**src/design/dlp_adder.sv**
```systemverilog
// ----------------------------------------------------------------------------
// dlp_adder: shared add and compare unit
// Forms a candidate path value and says whether it beats the stored one.
// ----------------------------------------------------------------------------
`default_nettype none
module dlp_adder (
  input  wire logic signed [63:0] base_i,
  input  wire logic signed [31:0] cost_i,
  input  wire logic signed [63:0] held_i,
  output logic signed [63:0] sum_o,
  output logic               gt_o
);
  assign sum_o = base_i + 64'(cost_i);
  assign gt_o  = sum_o > held_i;
endmodule
`default_nettype wire

```
**config.mk**
```make
export PLATFORM = sky130hd
export DESIGN_NAME = dlp_adder
export DESIGN_NICKNAME = d
export VERILOG_FILES = /design/src/design/dlp_adder.sv
export SDC_FILE = /design/constraint.sdc
export NUM_CORES = 1
export LEC_CHECK = 0
export ABC_AREA = 1
export BUFFER_PORTS_ARGS = -buffer_cell sky130_fd_sc_hd__buf_2
export CAP_MARGIN = 15
export CORE_ASPECT_RATIO = 0.9
export CORE_MARGIN = 10
export CORE_UTILIZATION = 58
export DETAILED_ROUTE_END_ITERATION = 10
export GPL_TIMING_DRIVEN = 0
export PLACE_DENSITY_LB_ADDON = 0.15
export SYNTH_ARGS = -nofsm -noshare
export SYNTH_HDL_FRONTEND = slang
export SYNTH_SLANG_ARGS = --single-unit
```
**constraint.sdc**
```tcl
create_clock -name vclk -period 6.3
set_clock_uncertainty 0.15 [all_clocks]
set_input_delay 0.315 -clock vclk [all_inputs]
set_output_delay 0.315 -clock vclk [all_outputs]
set_load 0.01 [all_outputs]
```
==> results.yml, run 1 <==
cells_and_area:
  area_growth_pct: 19.7
  clkbuf_count: 0
  drive_above_1_share_pct: 20.5
  diodes: 0
  design.seq.count: 0
  postLayoutCoreUtil_pct: 70.7
  num-fill-cells: 1087
  design_area_sq_um: 8020
  nNetsFinal: 1772
  seq_area_sq_um: 0
setup_path:
  path_class: "in -> out"
  cp-start-kind: "input pin"
  critPathCaptureType: "primary output"
  cp_data_arrival_time_ps: 4360
  required_ps: 5830
  critPathMaxFanout: 33
grt:
  grt_pass1_vias: 8230
  grt_pass1_wl_um: 40800
  grt_max_degree: 34
  grt_antenna_before_repair: 0
  grt_overflow_total: 0
  track_usage_pct: 30.6
drt:
  dr_total_vias: 8813
  wl_um: 26600
  antenna_left: 0
  drc_errors: 0
  vias_per_cell: 5.38
  wl_per_cell_um: 16.2
  drt_first_pass_iters: 7
  drt_iter0_markers: 790
cts:
  post-cts-setup-buffer-count: 0
  post_cts_resized: 0
  hold_buffers: 0
place:
  place_area_sq_um: 8020
  finalWeightedCongestion: 1.06
  io_buffers: 225
  dp_hpwl_um: 24200
floorplan:
  die_w_um: 133
  dieHeight_um: 122
  core_area_sq_um: 11300
  initial_core_util_pct: 59.1
  row_count: 37
  ios: 225
  die_area_sq_um: 16300
synthesis:
  synth_common_cells: "nand2_1 (351), inv_1 (234), nor2_1 (149), ha_1 (127), a21oi_1 (115)"
  synth_top_area_share_pct: 23.7
  synthTopCellsByArea: "ha_1 (24%), nand2_1 (20%), inv_1 (13%)"
  ys_seq_area_share_pct: 0
  synth_cells: 1257
  syn-cell-area_sq_um: 6700
  avgSynthCellArea_sq_um: 5.33
  synth_top_area_cell: "ha_1"
  syn_nets: 1545
  yosysWarnings: 0
  synth.distinct_cells: 34
  synth_most_common_cell: "nand2_1"
run:
  cap_violations: 0
timing:
  fin_crit_ps: 4820
  relSlewSlack_pct: 54.0
  worst_pin_slew_ps: 690
  fin_setup_tns_ps: 0
  fmax_mhz: 207
  drv_slew: 0
  finalHoldViolCount: 0
  rsz0062_at_grt: "false"
  setup_viol: 0
  post-route-period-util_pct: 76.6
worst_hold_path:
  hold_path_depth: 3
  hp-class: "in -> out"
run_status:
  status: "complete, no violations"
power:
  ir_drop_mv: 0.0938
  powerDensity_nw_per_um2: 121
  leakage_nw: 4.82
[metrics by stage]
| step | hold slack (ps) | cells | worst slack (ps) | total power [W] |
|---|---|---|---|---|
| 2_1_floorplan | 634 | 1257 | 2800 | 0.000609 |
| 3_5_place_dp | 811 | 1638 | 1570 | 0.000946 |
| 5_1_grt | 823 | 1638 | 1150 | 0.00108 |
| 6_report | 804 | 1638 | 1480 | 0.000973 |
| 3_3_place_gp | 806 | 1638 | 1610 | 0.000922 |
| 4_1_cts | 811 | 1638 | 1570 | 0.000950 |
[kinds of logic (layout without fill, tap and decap cells)]
group,Yosys count,in the layout,synth area share [%]
XOR/XNOR,35,35,4.58
adder cells (fa/ha/maj),128,128,24.0
AO/OA/AOI/OAI,200,200,16.1
AND/OR/NAND/NOR,639,639,41.0
buffers and inverters,255,480,14.3
[cells in the final DEF, fill, tap and decap left out, types with 5 or more instances in the layout]
master      n
a21o_1      9
a21oi_1   115
buf_2     225
ha_1      127
inv_1     234
inv_2      21
nand2_1   351
nand2_2    22
nand3_1    51
nand4_1    17
nor2_1    149
nor2_2     19
nor2_4      5
nor3_1      8
o21a_1      6
o21ai_0    48
o21ai_1     7
o21bai_1    9
xnor2_1     6
xor2_1     29
[layout make-up]
type | count | area (sq um) | share of cell area (%)
Tap cell | 156 | 195 | 2.43
Multi-Input combinational cell | 1002 | 5740 | 71.6
Inverter | 255 | 957 | 11.9
Timing Repair Buffer | 225 | 1130 | 14.0
[critical path, stage by stage]
cell	delay, ps
buf_2	540
ha_1	410
a21oi_1	260
o21ai_0	160
a21oi_1	340
o21bai_1	170
a21oi_1	240
nand2_1	80
nand2_1	60
nand2_1	80
ha_1	310
nand4_1	140
nor3_1	270
nand3_1	180
nor3_1	330
nand2_1	90
nand2_1	90
nand2_1	60
nand2_1	50
nor2_1	30
buf_2	140
[power breakdown]
part           switching (W)  internal, W  total (W)  leakage, nW
sequential                 0            0          0            0
combinational       0.000623     0.000350   0.000973         4.82
clock                      0            0          0            0
total               0.000623     0.000350   0.000973         4.82
[metal layers]
| layer | vias to the layer above | track usage [%] | part of all wire [%] |
|---|---|---|---|
| met5 | - | 0 | 0 |
| li1 | 4453 | - | - |
| met3 | 30 | 7.49 | 13 |
| met4 | 0 | 4.01 | 1.3 |
| met2 | 447 | 49.7 | 43 |
| met1 | 3883 | 41.0 | 43 |
[worst paths after layout]
kind | startpoint | to | slack, ps
max | cost_i[31] | gt_o | 1480
min | cost_i[0] | sum_o[0] | 800
Note: power is estimated with default switching activity, not from simulation.
==> run 2, diff against run 1 <==
--- a/config.mk
+++ b/config.mk
@@ -10,7 +10,7 @@
 export CAP_MARGIN = 15
 export CORE_ASPECT_RATIO = 0.9
 export CORE_MARGIN = 10
-export CORE_UTILIZATION = 58
+export CORE_UTILIZATION = 49
 export DETAILED_ROUTE_END_ITERATION = 10
 export GPL_TIMING_DRIVEN = 0
 export PLACE_DENSITY_LB_ADDON = 0.15
==> constraint.sdc (replaced) <==
create_clock -name vclk -period 4.3
set_clock_uncertainty 0.15 [all_clocks]
set_input_delay 0.215 -clock vclk [all_inputs]
set_output_delay 0.215 -clock vclk [all_outputs]
set_load 0.01 [all_outputs]
==> results.yml, run 2 (same netlist as run 1, synthesis figures left out) <==
floorplan:
  initial_core_util_pct: 50.1
  die_area_sq_um: 18800
  row_count: 40
  ios: 225
  core_area_sq_um: 13400
  dieHeight_um: 131
  die_w_um: 143
cells_and_area:
  area_growth_pct: 20.4
  final_cell_mix: "nand2_1 (350), inv_1 (234), buf_2 (224), nor2_1 (149), ha_1 (127)"
  nNetsFinal: 1772
  final_common_cell: "nand2_1"
  clkbuf_count: 0
  drive_above_1_share_pct: 20.9
  seq_area_sq_um: 0
  design.seq.count: 0
worst_hold_path:
  hp-class: "in -> out"
run_status:
  status: "complete, no violations"
grt:
  grt_pass1_vias: 7717
  grt_overflow_total: 0
  grt_antenna_before_repair: 1
  track_usage_pct: 26.4
  grt_pass1_wl_um: 39500
  grt_max_degree: 34
setup_path:
  critPathCaptureType: "primary output"
  path_class: "in -> out"
  cp-endpoint: "gt_o"
  cp-start-kind: "input pin"
  critPathMaxFanout: 33
  required_ps: 3930
  cp_data_arrival_time_ps: 3670
  startpoint: "cost_i[31]"
run:
  cap_violations: 0
place:
  pre_cts_slack_ps: -219
  finalWeightedCongestion: 1.02
  dp_hpwl_um: 24000
  io_buffers: 225
drt:
  dr_total_vias: 8483
  antenna_left: 0
  drc_errors: 0
  drt_first_pass_iters: 5
  wl_per_cell_um: 15.9
  vias_per_cell: 5.14
  wl_um: 26200
  drt_iter0_markers: 692
timing:
  rsz0062_at_grt: "false"
  setup_viol: 0
  drv_slew: 0
  finalHoldViolCount: 0
  fin_crit_ps: 4030
  worst_pin_slew_ps: 557
  fmax_mhz: 248
  relSlewSlack_pct: 62.8
  post-route-period-util_pct: 93.8
  setup_ws_ps: 266
power:
  ir_drop_mv: 0.111
  power_w: 0.00142
  powerDensity_nw_per_um2: 176
  leakage_nw: 4.82
==> run 2: changes by cell type in the layout (fill, tap and decap cells not counted), moves of 2 or more <==
cell | before | now
nor3_1 | 8 | 6
a21oi_1 | 115 | 113
nor3_2 | 3 | 5
a21oi_2 | 2 | 4
==> run 2: where the power goes <==
part           leakage, nW        total [W]  switching [W]     internal [W]
Sequential               0                0              0                0
Combinational         4.82          0.00142       0.000907         0.000512
Clock           0.00000634  0.0000000000312              0  0.0000000000311
Total                 4.82          0.00142       0.000907         0.000512
==> run 2: through the flow <==
step	setup TNS [ps]	utilization, %	instance area [sq um]	cells	hold slack (ps)
2_1_floorplan	0	-	6700	1257	434
3_3_place_gp	-208	60.1	8030	1650	606
3_5_place_dp	-219	60.1	8030	1650	639
4_1_cts	0	60.1	8040	1650	639
5_1_grt	0	60.3	8060	1651	656
6_report	0	60.3	8060	1651	631
==> run 2: per-layer routing <==
| layer | track usage, % | up-vias | wire, um |
|---|---|---|---|
| met5 | 0 | - | 0 |
| met4 | 1.74 | 0 | 169 |
| met3 | 4.08 | 18 | 2630 |
| met2 | 41.7 | 326 | 11000 |
| met1 | 38.3 | 3691 | 12400 |
| li1 | - | 4448 | - |
==> run 2: worst min-delay path by stage <==
| stage | endpoint | startpoint | cells after the start |
|---|---|---|---|
| 2_1_floorplan | sum_o[0] | cost_i[0] | 1 |
| 3_3_place_gp | sum_o[0] | cost_i[0] | 3 |
| 3_5_place_dp | sum_o[0] | cost_i[0] | 3 |
| 4_1_cts | sum_o[0] | cost_i[0] | 3 |
| 5_1_grt | sum_o[0] | cost_i[0] | 3 |
| 6_report | sum_o[0] | cost_i[0] | 3 |
==> run 2: repair_timing <==
action                     in CTS  in global routing
hold buffers                    0                  0
gates resized for setup         1                  7
setup endpoints to repair       1                  1
pin swaps                       0                  0
setup buffers                   0                  0
==> run 2: cell type report <==
type               count  area (sq um)
diodes                 1          2.50
multi-input cells   1002          5760
fillers             1462          5300
inverters            255           957
repair buffers       225          1130
well taps            168           210
==> run 2: worst max-delay path, stage by stage <==
cell and delay [ps]:
buf_6 260, ha_1 400, a21oi_1 230, o21ai_0 170
a21oi_1 320, o21ai_1 160, a21oi_1 200, nand2_1 70
nand2_1 60, nand2_1 130, ha_1 330, nand2_1 80
nor3_2 240, nand3_1 160, nor3_2 200, nand2_1 80
nand2_1 70, nor2_1 40, nor2_1 90, buf_2 140
